[src/rtl/mt64_pkg.sv]
`default_nettype none
package mt64_pkg;

  localparam int unsigned STATE_WORDS = 312;
  localparam int unsigned MID_OFFSET  = 156;
  localparam int unsigned IDX_W       = $clog2(STATE_WORDS);

  typedef logic [IDX_W-1:0] idx_t;
  typedef logic [63:0]      word_t;

  localparam idx_t  LAST_INDEX   = idx_t'(STATE_WORDS - 1);
  localparam word_t SEED_MULT    = 64'h5851f42d4c957f2d;
  localparam word_t TWIST_MATRIX = 64'hb5026f5aa96619e9;
  localparam word_t UPPER_MASK   = 64'hffffffff80000000;
  localparam word_t LOWER_MASK   = 64'h000000007fffffff;
  localparam word_t TEMPER_B     = 64'h5555555555555555;
  localparam word_t TEMPER_C     = 64'h71d67fffeda60000;
  localparam word_t TEMPER_D     = 64'hfff7eee000000000;

  localparam logic OP_SEED = 1'b0;
  localparam logic OP_DRAW = 1'b1;

  typedef enum logic [1:0] {
    SEED_IDLE,
    SEED_MUL_LL,
    SEED_MUL_HL,
    SEED_MUL_LH
  } seed_state_t;

  typedef struct packed {
    logic  busy;
    logic  shift;
    word_t word;
  } seed_ctl_t;

  // New value of the oldest word, built from it, its successor and the word
  // half a state further on.
  function automatic word_t twist_word(input word_t head, input word_t next,
                                       input word_t far);
    word_t x;
    word_t a;
    x = (head & UPPER_MASK) | (next & LOWER_MASK);
    a = (x >> 1) ^ (x[0] ? TWIST_MATRIX : 64'd0);
    return far ^ a;
  endfunction

  function automatic word_t temper(input word_t y_in);
    word_t y;
    y = y_in;
    y = y ^ ((y >> 29) & TEMPER_B);
    y = y ^ ((y << 17) & TEMPER_C);
    y = y ^ ((y << 37) & TEMPER_D);
    y = y ^ (y >> 43);
    return y;
  endfunction

endpackage
`default_nettype wire

[src/rtl/mt64_seeder.sv]
`default_nettype none
// Seeding sequencer: word k = SEED_MULT * (w ^ (w >> 62)) + k, built from
// three 32x32 partial products on one shared multiplier.
module mt64_seeder (
  input  wire logic            clk,
  input  wire logic            rst_n,
  input  wire logic            start,
  input  wire mt64_pkg::word_t seed,
  input  wire mt64_pkg::word_t tail,
  output mt64_pkg::seed_ctl_t  ctl
);

  mt64_pkg::seed_state_t state_r;
  mt64_pkg::seed_state_t state_nxt;
  mt64_pkg::idx_t        k_r;
  mt64_pkg::idx_t        k_nxt;
  mt64_pkg::word_t       acc_r;
  mt64_pkg::word_t       acc_nxt;

  mt64_pkg::word_t xs;
  logic [31:0]     mul_a;
  logic [31:0]     mul_b;
  mt64_pkg::word_t prod;

  // The tail cell holds the previous word and stays put between shifts.
  assign xs   = tail ^ (tail >> 62);
  assign prod = 64'(mul_a) * 64'(mul_b);

  always_comb begin
    state_nxt = state_r;
    unique case (state_r)
      mt64_pkg::SEED_IDLE:   if (start) state_nxt = mt64_pkg::SEED_MUL_LL;
      mt64_pkg::SEED_MUL_LL: state_nxt = mt64_pkg::SEED_MUL_HL;
      mt64_pkg::SEED_MUL_HL: state_nxt = mt64_pkg::SEED_MUL_LH;
      mt64_pkg::SEED_MUL_LH: begin
        state_nxt = (k_r == mt64_pkg::LAST_INDEX) ? mt64_pkg::SEED_IDLE
                                                  : mt64_pkg::SEED_MUL_LL;
      end
      default:               state_nxt = mt64_pkg::SEED_IDLE;
    endcase
  end

  always_comb begin
    ctl.busy  = (state_r != mt64_pkg::SEED_IDLE);
    ctl.shift = 1'b0;
    ctl.word  = seed;
    mul_a     = xs[31:0];
    mul_b     = mt64_pkg::SEED_MULT[31:0];
    acc_nxt   = acc_r;
    k_nxt     = k_r;
    unique case (state_r)
      mt64_pkg::SEED_IDLE: begin
        // The seed itself is word zero and goes straight into the row.
        if (start) begin
          ctl.shift = 1'b1;
          k_nxt     = mt64_pkg::idx_t'(1);
        end
      end
      mt64_pkg::SEED_MUL_LL: begin
        acc_nxt = prod;
      end
      mt64_pkg::SEED_MUL_HL: begin
        mul_a   = xs[63:32];
        acc_nxt = acc_r + {prod[31:0], 32'd0};
      end
      mt64_pkg::SEED_MUL_LH: begin
        mul_b     = mt64_pkg::SEED_MULT[63:32];
        ctl.shift = 1'b1;
        ctl.word  = acc_r + {prod[31:0], 32'd0} + 64'(k_r);
        k_nxt     = k_r + mt64_pkg::idx_t'(1);
      end
      default: begin
        acc_nxt = acc_r;
      end
    endcase
  end

  always_ff @(posedge clk) begin
    if (!rst_n) begin
      state_r <= mt64_pkg::SEED_IDLE;
      k_r     <= '0;
    end else begin
      state_r <= state_nxt;
      k_r     <= k_nxt;
    end
  end

  always_ff @(posedge clk) begin
    acc_r <= acc_nxt;
  end

endmodule
`default_nettype wire

[config.mk]
export PLATFORM = sky130hd
export DESIGN_NAME = mt64_seeder
export DESIGN_NICKNAME = d
export VERILOG_FILES = /design/src/rtl/mt64_pkg.sv /design/src/rtl/mt64_seeder.sv
export SDC_FILE = /design/constraint.sdc
export NUM_CORES = 2
export LEC_CHECK = 0
export ABC_AREA = 1
export ABC_CLOCK_PERIOD_IN_PS = 25900
export BUFFER_PORTS_ARGS = -buffer_cell sky130_fd_sc_hd__buf_2
export CAP_MARGIN = 5
export CORE_MARGIN = 3
export CORE_UTILIZATION = 38
export CTS_CLUSTER_DIAMETER = 120
export DETAILED_ROUTE_END_ITERATION = 8
export GPL_ROUTABILITY_DRIVEN = 0
export PLACE_DENSITY_LB_ADDON = 0.3
export SKIP_CTS_REPAIR_TIMING = 1
export SYNTH_ARGS = -nofsm -noshare
export SYNTH_HDL_FRONTEND = slang
export SYNTH_SLANG_ARGS = --single-unit
[constraint.sdc]
create_clock -name clk -period 25.9 [get_ports clk]
set_input_delay 3.885 -clock clk [delete_from_list [all_inputs] [get_ports clk]]
set_output_delay 3.885 -clock clk [all_outputs]
set_load 0.01 [all_outputs]
==> summary.log <==
INFO  clock_tree     clockBufferDepth=2
INFO  outcome        run_status=completed
INFO  sta            tightest_slew=1.05ns
INFO  synth          yosys.cell_count.top_type=sky130_fd_sc_hd__inv_1
INFO  worst_setup_path crit_type=in2out
INFO  synth          post-synth-top-area-fraction=0.349
INFO  synth          post_synth_xor_area_fraction=0.0192
INFO  drt            met3WireLength=5780microns
INFO  synth          yosysSeqAreaShare=0.0680
INFO  placed_design  post-dp-hpwl=84,000microns
INFO  synth          postSynth.topFlopCell=sky130_fd_sc_hd__edfxtp_1
INFO  clock_tree     htree_levels=3
INFO  drt            drt_wl_total=96,300microns
INFO  synth          ys_top_cells_by_area=sky130_fd_sc_hd__fa_1, sky130_fd_sc_hd__ha_1, sky130_fd_sc_hd__inv_1
INFO  clock_tree     clk-insertion-delay-late=0.37ns
INFO  floorplanning  fp.coreArea=0.0813sqmm
INFO  sta            period_minus_slack=17.49ns
INFO  worst_setup_path worstPathBufferInverterCount=10
INFO  job            drv_cap=0
INFO  floorplanning  start_util=0.387
INFO  placed_design  numPortBuffers=196
INFO  finish         design.final.nets=5,301
INFO  floorplanning  die_height=294microns
INFO  sta            timing.final.max_slew_violations=0
INFO  synth          muxShareOfSynthArea=0
INFO  clock_tree     path_clk_slew=0.06ns
INFO  global_route   grt_residual_overflow=0
INFO  synth          synth_largest_area_cell=sky130_fd_sc_hd__fa_1
INFO  global_route   number_of_antenna_violations_at_the_first_check_in_global_routing=1
INFO  synth          synth_top_family_by_area=adder cells
INFO  global_route   grt_first_pass_wirelength=152,000microns
INFO  finish         antennaDiodeCount=0
INFO  drt            wl_met1=43,100microns
INFO  floorplanning  cell_row_count=104
INFO  drt            drc_errors=0
INFO  finish         regArea=0.00214sqmm
INFO  worst_setup_path worst_path_most_repeated_cell=sky130_fd_sc_hd__nand2_1
INFO  worst_setup_path worst_path_max_delay_cell=sky130_fd_sc_hd__o21ai_0
INFO  worst_setup_path r2r_setup_slack=15.06ns
INFO  sta            worst_clock_skew=0.0132ns
INFO  worst_setup_path critical_path_peak_fanout=10
INFO  sta            setup_tns=0ns
INFO  worst_setup_path critPathRequiredTime=22.01ns
INFO  clock_tree     cts.sinks=75
INFO  floorplanning  ioPinCount=197
INFO  floorplanning  die_x=294microns
INFO  clock_tree     cts_root_buffer=sky130_fd_sc_hd__clkbuf_16
INFO  global_route   grt_use_total=0.229
INFO  synth          synth-adder-area-share=0.543
INFO  drt            routed_via_density=4.96
INFO  drt            antenna_violating_nets_post_route=0
INFO  worst_setup_path critPathTopFamily=adder cells
INFO  synth          synth-seq-cells=75
INFO  synth          postSynthAreaPerCell=8.07squm
INFO  synth          synth-simple-area-share=0.191
INFO  global_route   first_global_vias=26,600
INFO  sta            timing_hold_violations_final=0
INFO  worst_setup_path instance_count_on_the_critical_path=42
INFO  sta            finalCritPeriodShare=0.675
INFO  synth          yosysWarnings=0
INFO  drt            routed_wire_length_per_instance=18.5microns
INFO  drt            drt_pass1_iterations=6
INFO  floorplanning  floorplan_die_area=0.0864sqmm
INFO  clock_tree     cts-buffers-inserted=9
INFO  worst_hold_path holdPathEnd=k_r[0]$_SDFFE_PN0P_
INFO  worst_setup_path worst_setup_path_start_kind=primary input
INFO  drt            topRoutingLayerUsed=met4
INFO  clock_tree     cts_tree=yes
INFO  finish         fill_cells=8,195
INFO  worst_setup_path max_stage_delay=0.80ns
INFO  synth          synth_commonest_cells=sky130_fd_sc_hd__inv_1, sky130_fd_sc_hd__nand2_1, sky130_fd_sc_hd__fa_1, sky130_fd_sc_hd__ha_1, sky130_fd_sc_hd__nor2_1
INFO  drt            route.met2.wl=44,900microns
INFO  finish         syn2layout_area_growth=9.07%
INFO  worst_setup_path worst_r2r_endpoint=acc_r[63]$_DFFE_PP_
INFO  global_route   grt_max_degree=93
INFO  drt            detailedRoute.firstIterationViolations=1,926
INFO  finish         fraction_of_layout_instances_using_a_drive_strength_above_1=0.0950
INFO  worst_hold_path hold_class=reg2reg
INFO  worst_setup_path arrival=13.60ns
INFO  worst_setup_path number_of_cells_on_the_worst_reg_to_reg_path=41
INFO  worst_hold_path worstHoldPathCells=1
INFO  worst_setup_path end_kind=output port
INFO  sta            finalSetupViolCount=0
INFO  synth          summed_instance_area_of_the_synthesized_netlist=0.0315sqmm
INFO  synth          post_synthesis_cells=3,900
INFO  finish         multi_input_comb_area=0.0257sqmm
INFO  sta            rsz0062_at_grt=false
INFO  drt            routed-via-count=25,800
INFO  sta            fmax=0.0572GHz
INFO  sta            max-slew-margin-rel=0.292
INFO  worst_setup_path worstReg2RegStart=state_r[0]$_SDFFE_PN0P_
INFO  synth          synth_compound_gate_area_share=0.0592
INFO  synth          synth.distinct_cells=54
INFO  synth          synth-async-reset-ratio=0
INFO  synth          count_of_flip_flops_with_a_built_in_enable_after_synthesis=64
INFO  worst_hold_path hp-start=k_r[0]$_SDFFE_PN0P_
## layout make-up
class | instances | area share
inverters | 964 | 0.105
well taps | 1060 | 0.0386
clock buffers | 12 | 0.00689
flip-flops and latches | 75 | 0.0624
multi-input cells | 2850 | 0.749
repair buffers | 233 | 0.0366
clock inverters | 4 | 0.00146
## state kept, by name (all words and copies together), names as in the netlist
signal,cells
acc_r,64
k_r,9
state_r,2
## how the worst max path moves through the flow
stage | from | to | slack, ns
5_1_grt | tail[9] | ctl[63] | 7.75
4_1_cts | tail[9] | ctl[59] | 8.45
3_5_place_dp | tail[9] | ctl[59] | 8.49
6_report | tail[9] | ctl[63] | 8.41
2_1_floorplan | tail[11] | ctl[63] | 9.88
3_3_place_gp | tail[9] | ctl[63] | 8.40
## metrics by stage
stage,hold slack (ns),std cells,util,setup WS (ns),area [sq um]
after detailed placement,0.521,5182,0.419,8.49,34100
after CTS,0.525,5198,0.422,8.45,34300
after global routing,0.575,5198,0.422,7.75,34300
final,0.526,5198,0.422,8.41,34300
after floorplan,0.469,3929,-,9.88,31600
after global placement,0.505,5182,0.419,8.40,34100
## cell usage in the layout (no fill, tap or decap), drive strengths merged, types with 5 or more instances in the layout
cell type	count
or2	47
nand2	758
inv	964
a21oi	112
conb	31
nand3b	6
nor4	5
a31oi	18
buf	233
nor3b	6
xor2	50
a21o	13
ha	488
edfxtp	64
clkbuf	12
nand4	30
o21a	6
nor3	30
o21bai	18
fa	549
dfxtp	11
nor2	332
xnor2	19
nand3	159
o21ai	150
## kinds of logic after synthesis
kind of cell | after synthesis
adders and majority gates | 1037
xor gates and xnor gates | 69
other | 2
and+or+nand+nor | 1378
buffers and inverters | 1004
AOI/OAI and AO/OA | 335
DFF | 75
## metal layers
metal,vias up,global-route usage
met4,0,0.0526
met3,124,0.0260
met1,12500,0.318
met2,789,0.382
li1,12400,-
met5,-,0
## worst register-to-register path, delay by kind of cell, from the launching register on
| kind | cells | cell delay [ns] |
|---|---|---|
| compound gates | 3 | 0.67 |
| simple gates | 16 | 2.01 |
| flops | 1 | 0.37 |
| fa+ha+maj | 11 | 5.35 |
| xor+xnor | 1 | 0.49 |
| buf+inv | 10 | 1.69 |
Power is left out: the tool's default activity adds up to more than one toggle a clock period on the data nets, which glitch-free logic cannot reach.
