## src/rtl/mt64_pkg.sv

```systemverilog
`default_nettype none
package mt64_pkg;

  localparam int unsigned STATE_WORDS = 312;
  localparam int unsigned MID_OFFSET  = 156;
  localparam int unsigned IDX_W       = $clog2(STATE_WORDS);

  typedef logic [IDX_W-1:0] idx_t;
  typedef logic [63:0]      word_t;

  localparam idx_t  LAST_INDEX   = idx_t'(STATE_WORDS - 1);
  localparam word_t SEED_MULT    = 64'h5851f42d4c957f2d;
  localparam word_t TWIST_MATRIX = 64'hb5026f5aa96619e9;
  localparam word_t UPPER_MASK   = 64'hffffffff80000000;
  localparam word_t LOWER_MASK   = 64'h000000007fffffff;
  localparam word_t TEMPER_B     = 64'h5555555555555555;
  localparam word_t TEMPER_C     = 64'h71d67fffeda60000;
  localparam word_t TEMPER_D     = 64'hfff7eee000000000;

  localparam logic OP_SEED = 1'b0;
  localparam logic OP_DRAW = 1'b1;

  typedef enum logic [1:0] {
    SEED_IDLE,
    SEED_MUL_LL,
    SEED_MUL_HL,
    SEED_MUL_LH
  } seed_state_t;

  typedef struct packed {
    logic  busy;
    logic  shift;
    word_t word;
  } seed_ctl_t;

  // New value of the oldest word, built from it, its successor and the word
  // half a state further on.
  function automatic word_t twist_word(input word_t head, input word_t next,
                                       input word_t far);
    word_t x;
    word_t a;
    x = (head & UPPER_MASK) | (next & LOWER_MASK);
    a = (x >> 1) ^ (x[0] ? TWIST_MATRIX : 64'd0);
    return far ^ a;
  endfunction

  function automatic word_t temper(input word_t y_in);
    word_t y;
    y = y_in;
    y = y ^ ((y >> 29) & TEMPER_B);
    y = y ^ ((y << 17) & TEMPER_C);
    y = y ^ ((y << 37) & TEMPER_D);
    y = y ^ (y >> 43);
    return y;
  endfunction

endpackage
`default_nettype wire

```

## src/rtl/mt64_cell.sv

```systemverilog
`default_nettype none
// One word of the generator state; takes its neighbor's word on a shift.
module mt64_cell (
  input  wire logic          clk,
  input  wire logic          rst_n,
  input  wire logic          shift,
  input  wire mt64_pkg::word_t d,
  output mt64_pkg::word_t    q
);

  mt64_pkg::word_t word_r;
  mt64_pkg::word_t word_nxt;

  always_comb begin
    word_nxt = shift ? d : word_r;
  end

  always_ff @(posedge clk) begin
    if (!rst_n) begin
      word_r <= '0;
    end else begin
      word_r <= word_nxt;
    end
  end

  assign q = word_r;

endmodule
`default_nettype wire

```

## config.mk

```make
export PLATFORM = sky130hd
export DESIGN_NAME = mt64_cell
export DESIGN_NICKNAME = d
export VERILOG_FILES = /design/src/rtl/mt64_pkg.sv /design/src/rtl/mt64_cell.sv
export SDC_FILE = /design/constraint.sdc
export NUM_CORES = 1
export LEC_CHECK = 0
export BUFFER_PORTS_ARGS = -buffer_cell sky130_fd_sc_hd__buf_2
export CORE_UTILIZATION = 48
export DETAILED_ROUTE_END_ITERATION = 12
export PLACE_DENSITY = 0.85
export SLEW_MARGIN = 20
export SYNTH_ARGS = -nofsm -noshare
export SYNTH_HDL_FRONTEND = slang
export SYNTH_SLANG_ARGS = --single-unit
```

## constraint.sdc

```tcl
create_clock -name clk -period 1.25 [get_ports clk]
set_input_delay 0.125 -clock clk [delete_from_list [all_inputs] [get_ports clk]]
set_output_delay 0.125 -clock clk [all_outputs]
set_load 0.03 [all_outputs]
```

==> impl_metrics.py, run 1 <==
metrics = {
    "final_layout": {
        "mostFrequentLayoutCells": "sky130_fd_sc_hd__buf_2 (129), sky130_fd_sc_hd__mux2i_1 (64), sky130_fd_sc_hd__nor2b_1 (64), sky130_fd_sc_hd__dfxtp_1 (64), sky130_fd_sc_hd__clkbuf_8 (13)",
        "drive_gt1_frac": 0.4373,
        "num-nets-final": 405,
        "largest_reg_flops": 64,
        "area_delta_synth_final_pct": 36.24,
        "n_fill_cell": 383,
        "final_cell_count_no_fill": 410,
        "layout.cells.most_common": "sky130_fd_sc_hd__buf_2",
        "antenna_cells": 0,
    },
    "detailed_routing": {
        "wirelength_um": 4858,
        "detailedRoute.firstPassIterationCount": 2,
        "vias_per_cell": 4.532,
        "route.detailed.wl_per_inst_um": 11.85,
        "routed-via-count": 1858,
        "drt_iter0_markers": 43,
        "final_antenna_net_count": 0,
        "drc": 0,
    },
    "timing": {
        "slew_headroom": 0.7837,
        "final-setup-viol-count": 0,
        "final_worst_path_cycle_share": 0.7984,
        "worstMarginPinSlew_ns": 0.3245,
        "finalMaxSlewViolations": 0,
        "grt_setup_unrepaired": "no",
        "hold_violation_total_from_the_final_report": 0,
        "fin_tns_setup_ns": 0,
        "clock_skew_ns": 0,
        "final_worst_setup_slack_ns": 0.2520,
        "period_needed_ns": 0.9980,
        "top_achievable_clock_speed_ghz": 1.002,
    },
    "floorplanning": {
        "core.rowCount": 25,
        "fp.dieArea_sq_um": 5396,
        "floorplan.die.width_um": 73.46,
        "chipHeight_um": 73.46,
        "start_util": 0.5088,
        "core_sq_um": 4817,
        "number_of_top_level_design_ports": 131,
    },
    "placement": {
        "place.detailed.instances": 394,
        "dp.final_hpwl_um": 3477,
        "dpl_worst_slack_ns": 0.3042,
        "gpl.final_weighted_congestion": 0.6894,
        "io_buffer_count": 130,
    },
    "clock_tree": {
        "clock_tree.buffer_depth": 2,
        "cts_repair_resize_count": 0,
        "cts.sinks": 64,
        "cts_htree_levels": 3,
        "clock_insertion_delay_worst_skew_ns": 0.32,
        "clk_root_buffer_cell": "sky130_fd_sc_hd__clkbuf_8",
        "tritoncts_clock_tree": "yes",
        "cts-hold-fix-buffers": 0,
        "cts_made_buffers": 9,
        "cts.repair_timing.setup_buffer_count": 0,
        "clkSlewWorstSetupHoldPaths_ns": 0.07,
    },
    "worst_setup_path": {
        "critical_path.n_buffers_inverters": 1,
        "crit_slowest_cell": "sky130_fd_sc_hd__dfxtp_1",
        "worst_setup_path_end_kind": "primary output",
        "cpLargestDelayFamily": "flip-flops",
        "r2r_slack_ns": 0.57,
        "slowest_delay_ns": 0.34,
        "critical_path_arrival_ns": 0.87,
        "critical_path_class": "flip-flop to primary output",
        "cp-start-kind": "flip-flop",
        "crit_required_ns": 1.12,
        "critical_path.cell_chain": "buf_2",
        "cp_max_fo": 2,
    },
    "power_and_ir_drop": {
        "design_power_total_mw": 4.848,
        "total_leakage_power_nw": 1.747,
        "vdd.ir_drop.worst_uv": 761.3,
        "power_per_cell_area_nw_per_um2": 1452,
    },
    "yosys": {
        "synthesis.yosys.warnings": 0,
        "seq_area_frac_synth": 0.5227,
        "synth.distinct_cells": 7,
        "synth-seq-cells": 64,
        "mappedNetlistNets": 273,
        "post_synth_inst_count": 206,
        "synthesis.area_sq_um": 2451,
        "post_synth.cell_area_avg_sq_um": 11.90,
    },
    "outcome": {
        "status": "completed",
    },
    "grt": {
        "antenna_found_initial": 0,
        "grt-ovfl-total": 0,
        "grt_pass1_wl_um": 7389,
        "maximum_number_of_pins_on_one_net_before_global_route_repair": 38,
        "grt_pass1_vias": 1684,
        "gr-usage-all-layers": 0.1839,
    },
    "worst_hold_path": {
        "hold_class": "input port to flip-flop",
    },
    "flow_run": {
        "maxCapViolCount": 0,
    },
}
-- final cells by class --
cell class	count	area (sq um)	share of cell area
clock buffers	14	182.7	0.05470
clock inverters	2	35.03	0.01049
multi-input cells	128	1041	0.3117
flip-flops and latches	64	1281	0.3837
well taps	67	83.83	0.02510
repair buffers	135	715.7	0.2143
-- per-stage QoR --
stage / area [sq um] / hold WS, ns / utilization
6_report: 3339 / 0.05431 / 0.6932
5_1_grt: 3339 / 0.04206 / 0.6932
4_1_cts: 3339 / 0.04162 / 0.6932
3_5_place_dp: 3122 / 0.3912 / 0.6481
3_3_place_gp: 3122 / 0.3782 / 0.6481
2_1_floorplan: 2451 / 0.2945 / -
-- where the power goes --
part           switching (mW)  total, mW  internal [mW]
Clock                   0.714       1.85           1.14
Sequential             0.0549       2.22           2.16
Combinational           0.458      0.779          0.321
Total                    1.23       4.85           3.62
-- cell usage after synthesis --
| master | count | area, sq um |
|---|---|---|
| sky130_fd_sc_hd__clkbuf_2 | 1 | 5.000 |
| sky130_fd_sc_hd__mux2i_1 | 64 | 640.6 |
| sky130_fd_sc_hd__nor2b_1 | 64 | 400.4 |
| sky130_fd_sc_hd__buf_8 | 6 | 90.09 |
| sky130_fd_sc_hd__clkbuf_1 | 6 | 22.52 |
| sky130_fd_sc_hd__buf_6 | 1 | 11.26 |
| sky130_fd_sc_hd__dfxtp_1 | 64 | 1281 |
-- logic make-up after synthesis --
family                 share of synthesized area
DFF                                       0.5227
buffers and inverters                    0.05258
and+or+nand+nor                           0.1633
muxes                                     0.2614
-- final timing paths --
kind / depth (start not counted) / to / from
setup / recovery: 1 / q[8] / q[8]
hold / removal: 3 / q[13] / d[13]
setup reg to reg: 2 / q[45] / q[45]
hold reg to reg: 2 / q[20] / q[20]
-- worst reg2reg max path, delay by kind of cell, from the launching register on --
family	cells	cell delay, ns
flops	1	0.30
mux	1	0.17
simple gates	1	0.09
-- per-layer routing --
| metal | track usage | vias to the layer above | part of all wire |
|---|---|---|---|
| li1 | - | 941 | - |
| met1 | 0.2199 | 822 | 0.45 |
| met2 | 0.2875 | 88 | 0.46 |
| met3 | 0.06859 | 7 | 0.081 |
| met4 | 0.09615 | 0 | 0.011 |
| met5 | 0 | - | 0 |
No activity file was read; power rests on OpenSTA's default activity.
==> run 2, diff against run 1 <==
CORE_UTILIZATION = 44   (was 48)
PLACE_DENSITY = 0.79   (was 0.85)
clock period = 0.96 ns   (was 1.25 ns; I/O delays follow)
==> impl_metrics.py, run 2 (same netlist as run 1, synthesis figures left out) <==
metrics = {
    "timing": {
        "slew_headroom": 0.4691,
        "worstMarginPinSlew_ns": 0.7963,
        "finalMaxSlewViolations": 0,
        "fin_tns_setup_ns": 0,
        "final_worst_path_cycle_share": 0.9646,
        "top_achievable_clock_speed_ghz": 1.080,
        "clock_skew_ns": 0,
        "final_worst_setup_slack_ns": 0.03395,
        "period_needed_ns": 0.9260,
        "hold_violation_total_from_the_final_report": 0,
        "final-setup-viol-count": 0,
    },
    "worst_setup_path": {
        "worstReg2RegEnd": "q[8]",
        "crit_required_ns": 0.86,
        "critical_path_arrival_ns": 0.83,
        "critical_path_class": "flip-flop to primary output",
        "critical_path.n_buffers_inverters": 1,
        "crit_slowest_cell": "sky130_fd_sc_hd__dfxtp_1",
        "slowest_delay_ns": 0.34,
        "crit-reg2reg-launch": "q[8]",
        "cp_max_fo": 2,
        "worst_setup_path_end_kind": "primary output",
        "cp-start-kind": "flip-flop",
        "critical_path.cell_chain": "buf_4",
        "cpLargestDelayFamily": "flip-flops",
        "timing.reg2reg.worst_path_depth": 2,
        "r2r_slack_ns": 0.31,
    },
    "placement": {
        "dp.final_hpwl_um": 3305,
        "gpl.final_weighted_congestion": 0.7147,
        "area_after_dpl_sq_um": 3123,
        "dpl_worst_slack_ns": -0.09702,
        "io_buffer_count": 130,
    },
    "floorplanning": {
        "fp.dieArea_sq_um": 5873,
        "start_util": 0.4680,
        "chipHeight_um": 76.64,
        "core_sq_um": 5238,
        "floorplan.die.width_um": 76.64,
        "number_of_top_level_design_ports": 131,
        "core.rowCount": 26,
    },
    "clock_tree": {
        "clock_insertion_delay_worst_skew_ns": 0.32,
        "clock_tree.buffer_depth": 2,
        "clk_root_buffer_cell": "sky130_fd_sc_hd__clkbuf_8",
        "cts_made_buffers": 9,
        "tritoncts_clock_tree": "yes",
        "clkSlewWorstSetupHoldPaths_ns": 0.07,
        "cts_htree_levels": 3,
        "cts.sinks": 64,
        "cts.repair_timing.setup_buffer_count": 0,
    },
    "final_layout": {
        "num-nets-final": 403,
        "largest_reg_flops": 64,
        "antenna_cells": 0,
        "layout.cells.most_common": "sky130_fd_sc_hd__buf_2",
        "mostFrequentLayoutCells": "sky130_fd_sc_hd__buf_2 (65), sky130_fd_sc_hd__mux2i_1 (64), sky130_fd_sc_hd__nor2b_1 (64), sky130_fd_sc_hd__dfxtp_1 (58), sky130_fd_sc_hd__buf_4 (41)",
        "n_fill_cell": 408,
        "seqCellArea_sq_um": 1289,
        "drive_gt1_frac": 0.4487,
        "area_delta_synth_final_pct": 45.43,
        "multi_input_comb_area_sq_um": 1041,
        "final_instance_area_sq_um": 3565,
    },
    "worst_hold_path": {
        "min_path_cells": 3,
        "min-delay-start": "d[42]",
        "holdPathEnd": "q[42]",
        "hold_class": "input port to flip-flop",
    },
    "detailed_routing": {
        "final_antenna_net_count": 0,
        "wl_on_met1_um": 2110,
        "wirelength_um": 4902,
        "detailedRoute.firstPassIterationCount": 2,
        "routed-wl-met2_um": 2329,
        "route.met3.wl_um": 363,
        "route.detailed.wl_per_inst_um": 11.93,
        "drt_iter0_markers": 44,
        "highest-signal-layer": "met4",
        "vias_per_cell": 4.401,
        "drc": 0,
        "routed-via-count": 1809,
    },
    "grt": {
        "antenna_found_initial": 0,
        "grt_pass1_vias": 1726,
        "gr-usage-all-layers": 0.1659,
        "grt-ovfl-total": 0,
        "grt_pass1_wl_um": 7631,
        "maximum_number_of_pins_on_one_net_before_global_route_repair": 65,
    },
    "power_and_ir_drop": {
        "total_leakage_power_nw": 1.763,
        "vdd.ir_drop.worst_uv": 1016,
        "power_per_cell_area_nw_per_um2": 1769,
    },
    "flow_run": {
        "maxCapViolCount": 0,
    },
    "outcome": {
        "status": "completed",
    },
}
run 2: worst reg2reg max path: cells and delay by family (launching register included):
family,cells,cell delay (ns)
mux,1,0.15
flops,1,0.33
simple gates,1,0.07
run 2: repair_timing:
| action | 4_1_cts | 5_1_grt |
|---|---|---|
| gates cloned | 0 | 0 |
| endpoints found under the setup margin | 36 | 47 |
| hold buffers | 0 | 0 |
| gates resized for setup | 36 | 78 |
| hold endpoints to repair | 0 | 0 |
| pin swaps | 0 | 0 |
run 2: per-stage QoR:
stage / std cells / hold WS, ns / power [mW] / utilization
final: 411 / 0.02672 / 6.307 / 0.6806
after global routing: 411 / 0.01885 / 6.568 / 0.6806
after CTS: 411 / 0.008419 / 6.302 / 0.6515
after detailed placement: 395 / 0.3608 / 3.964 / 0.5963
after global placement: 395 / 0.3488 / 3.943 / 0.5963
after floorplan: 206 / 0.2655 / 3.642 / -
run 2: how the worst max path moves through the flow:
stage	from	endpoint	slack [ns]	cells after the start
floorplan	q[0]	q[0]	0.21	2
global placement	rst_n	q[52]	-0.04	2
detailed placement	rst_n	q[47]	-0.1	2
CTS	q[48]	q[48]	0.002	1
global route	q[41]	q[41]	-0.01	1
finish	q[18]	q[18]	0.03	1
run 2: final cells by class:
class | instances | area share
multi-input cells | 128 | 0.2920
clock buffers | 13 | 0.04458
well taps | 70 | 0.02457
flip-flops and latches | 64 | 0.3615
repair buffers | 133 | 0.2661
clock inverters | 3 | 0.01123
run 2: power breakdown:
| group | switching (mW) | leakage [nW] | internal [mW] |
|---|---|---|---|
| Combinational | 0.595 | 1.13 | 0.534 |
| Clock | 0.934 | 0.103 | 1.34 |
| Sequential | 0.0904 | 0.531 | 2.82 |
run 2: routing by layer:
metal	vias to the layer above	GRT usage
met1	781	0.1887
met2	83	0.2721
met5	-	0
met3	11	0.05030
li1	934	-
met4	0	0.1019
==> run 3, diff against run 2 <==
REMOVE_ABC_BUFFERS = 1   (was not set)
==> impl_metrics.py, run 3 (same netlist as run 1, synthesis figures left out) <==
metrics = {
    "timing": {
        "top_achievable_clock_speed_ghz": 1.074,
        "final-setup-viol-count": 0,
        "hold_violation_total_from_the_final_report": 0,
        "final_worst_setup_slack_ns": 0.02927,
        "final_worst_path_cycle_share": 0.9695,
        "finalMaxSlewViolations": 0,
        "clock_skew_ns": 0,
        "period_needed_ns": 0.9307,
        "slew_headroom": 0.4615,
        "worstMarginPinSlew_ns": 0.8078,
    },
    "grt": {
        "grt_pass1_vias": 1782,
        "grt_pass1_wl_um": 7769,
        "gr-usage-all-layers": 0.1697,
        "grt-ovfl-total": 0,
        "antenna_found_initial": 0,
        "maximum_number_of_pins_on_one_net_before_global_route_repair": 65,
    },
    "clock_tree": {
        "tritoncts_clock_tree": "yes",
        "cts-hold-fix-buffers": 0,
        "cts_made_buffers": 9,
        "cts_htree_levels": 3,
        "cts.sinks": 64,
        "clock_tree.buffer_depth": 2,
        "clock_insertion_delay_worst_skew_ns": 0.32,
        "clkSlewWorstSetupHoldPaths_ns": 0.07,
        "clk_root_buffer_cell": "sky130_fd_sc_hd__clkbuf_8",
    },
    "power_and_ir_drop": {
        "clockPowerShare": 0.365,
        "total_leakage_power_nw": 1.760,
        "comb_power_share": 0.178,
        "power_per_cell_area_nw_per_um2": 1780,
        "total_switching_power_mw": 1.622,
        "cell_internal_pwr_mw": 4.756,
        "vdd.ir_drop.worst_uv": 1152,
        "power.share.switching": 0.2543,
        "seqPwrFrac": 0.457,
    },
    "worst_setup_path": {
        "cp-start-kind": "flip-flop",
        "critical_path_arrival_ns": 0.83,
        "worst_setup_path_end_kind": "primary output",
        "crit_required_ns": 0.86,
        "cp_max_fo": 2,
        "worstReg2RegEnd": "q[7]",
        "timing.reg2reg.worst_path_depth": 2,
        "cp_num_cells": 1,
        "cpLargestDelayFamily": "flip-flops",
        "critical_path.n_buffers_inverters": 1,
        "crit-reg2reg-launch": "q[7]",
        "crit_slowest_cell": "sky130_fd_sc_hd__dfxtp_1",
        "critical_path.cell_chain": "buf_6",
        "critical_path_class": "flip-flop to primary output",
        "r2r_slack_ns": 0.27,
        "slowest_delay_ns": 0.36,
    },
    "final_layout": {
        "mostFrequentLayoutCells": "sky130_fd_sc_hd__buf_2 (68), sky130_fd_sc_hd__mux2i_1 (64), sky130_fd_sc_hd__nor2b_1 (64), sky130_fd_sc_hd__dfxtp_1 (55)",
        "drive_gt1_frac": 0.4572,
        "antenna_cells": 0,
        "n_fill_cell": 370,
        "post-route-util": 0.6839,
        "num-nets-final": 402,
        "largest_reg_flops": 64,
        "layout.cells.most_common": "sky130_fd_sc_hd__buf_2",
        "area_delta_synth_final_pct": 46.15,
    },
    "worst_hold_path": {
        "min_path_cells": 3,
        "hold_class": "input port to flip-flop",
        "min-delay-start": "d[50]",
        "holdPathEnd": "q[50]",
    },
    "floorplanning": {
        "chipHeight_um": 76.64,
        "core_sq_um": 5238,
        "number_of_top_level_design_ports": 131,
        "start_util": 0.4680,
        "fp.dieArea_sq_um": 5873,
        "floorplan.die.width_um": 76.64,
        "core.rowCount": 26,
    },
    "placement": {
        "io_buffer_count": 130,
        "gpl.final_weighted_congestion": 0.6659,
        "dpl_worst_slack_ns": -0.1180,
        "dp.final_hpwl_um": 3299,
    },
    "detailed_routing": {
        "route.detailed.wl_per_inst_um": 12.31,
        "detailedRoute.firstPassIterationCount": 2,
        "vias_per_cell": 4.445,
        "routed-via-count": 1818,
        "final_antenna_net_count": 0,
        "drt_iter0_markers": 46,
        "wirelength_um": 5036,
        "drc": 0,
    },
    "outcome": {
        "status": "completed",
    },
    "flow_run": {
        "maxCapViolCount": 0,
    },
}
[run 3: cell types whose count changed in the layout (fill, tap and decap cells not counted), sizes merged]
| cell | before | now |
|---|---|---|
| clkinv | 2 | 0 |
| buf | 129 | 128 |
| clkinvlp | 0 | 1 |
[run 3: worst register-to-register path: cells and delay by family, from the launching register on]
family	cells	cell delay, ns
flip-flops	1	0.33
multiplexers	1	0.17
AND/OR/NAND/NOR	1	0.08
[run 3: worst max-delay path by stage]
stage	from	endpoint	slack (ns)
after detailed placement	rst_n	q[23]	-0.12
final	q[44]	q[44]	0.03
after global placement	rst_n	q[36]	-0.04
after global routing	q[26]	q[26]	-0.01
after CTS	q[8]	q[8]	0.00006
after floorplan	q[0]	q[0]	0.21
[run 3: cell type report]
class                           count  area, sq um  area share
Sequential cell                    64         1292      0.3608
Multi-Input combinational cell    128         1041      0.2906
Timing Repair Buffer              132        954.7      0.2665
Clock buffer                       13        168.9     0.04715
Tap cell                           70        87.58     0.02445
Clock inverter                      2        37.54     0.01048
[run 3: stage by stage]
| step | setup TNS, ns | total power [mW] | instance area [sq um] | hold slack [ns] | instances |
|---|---|---|---|---|---|
| floorplan | 0 | 3.526 | 2322 | 0.2242 | 192 |
| global placement | -1.972 | 3.933 | 3103 | 0.3483 | 394 |
| detailed placement | -4.140 | 3.956 | 3103 | 0.3589 | 394 |
| CTS | 0 | 6.310 | 3362 | 0.01552 | 409 |
| global route | -0.01817 | 6.655 | 3582 | 0.01781 | 409 |
| finish | 0 | 6.378 | 3582 | 0.02758 | 409 |
[run 3: timing repair]
action	in CTS	in global routing
endpoints found under the hold margin	0	0
gates resized for setup	21	114
buffers inserted	0	0
setup endpoints to repair	21	58
pin swaps	0	0
[run 3: layer usage]
metal	track usage	routed length (um)
met1	0.1905	2139
met2	0.2703	2390
met3	0.07665	426
met4	0.08654	80
met5	0	0
[run 3: power by group through the flow]
| stage | clock network [mW] | registers, mW | logic [mW] |
|---|---|---|---|
| 3_5_place_dp | 0 | 2.94 | 1.01 |
| 3_3_place_gp | 0 | 2.94 | 0.992 |
| 5_1_grt | 2.52 | 2.93 | 1.21 |
| 4_1_cts | 2.38 | 2.89 | 1.04 |
| 6_report | 2.33 | 2.92 | 1.13 |
| 2_1_floorplan | 0 | 3.26 | 0.264 |
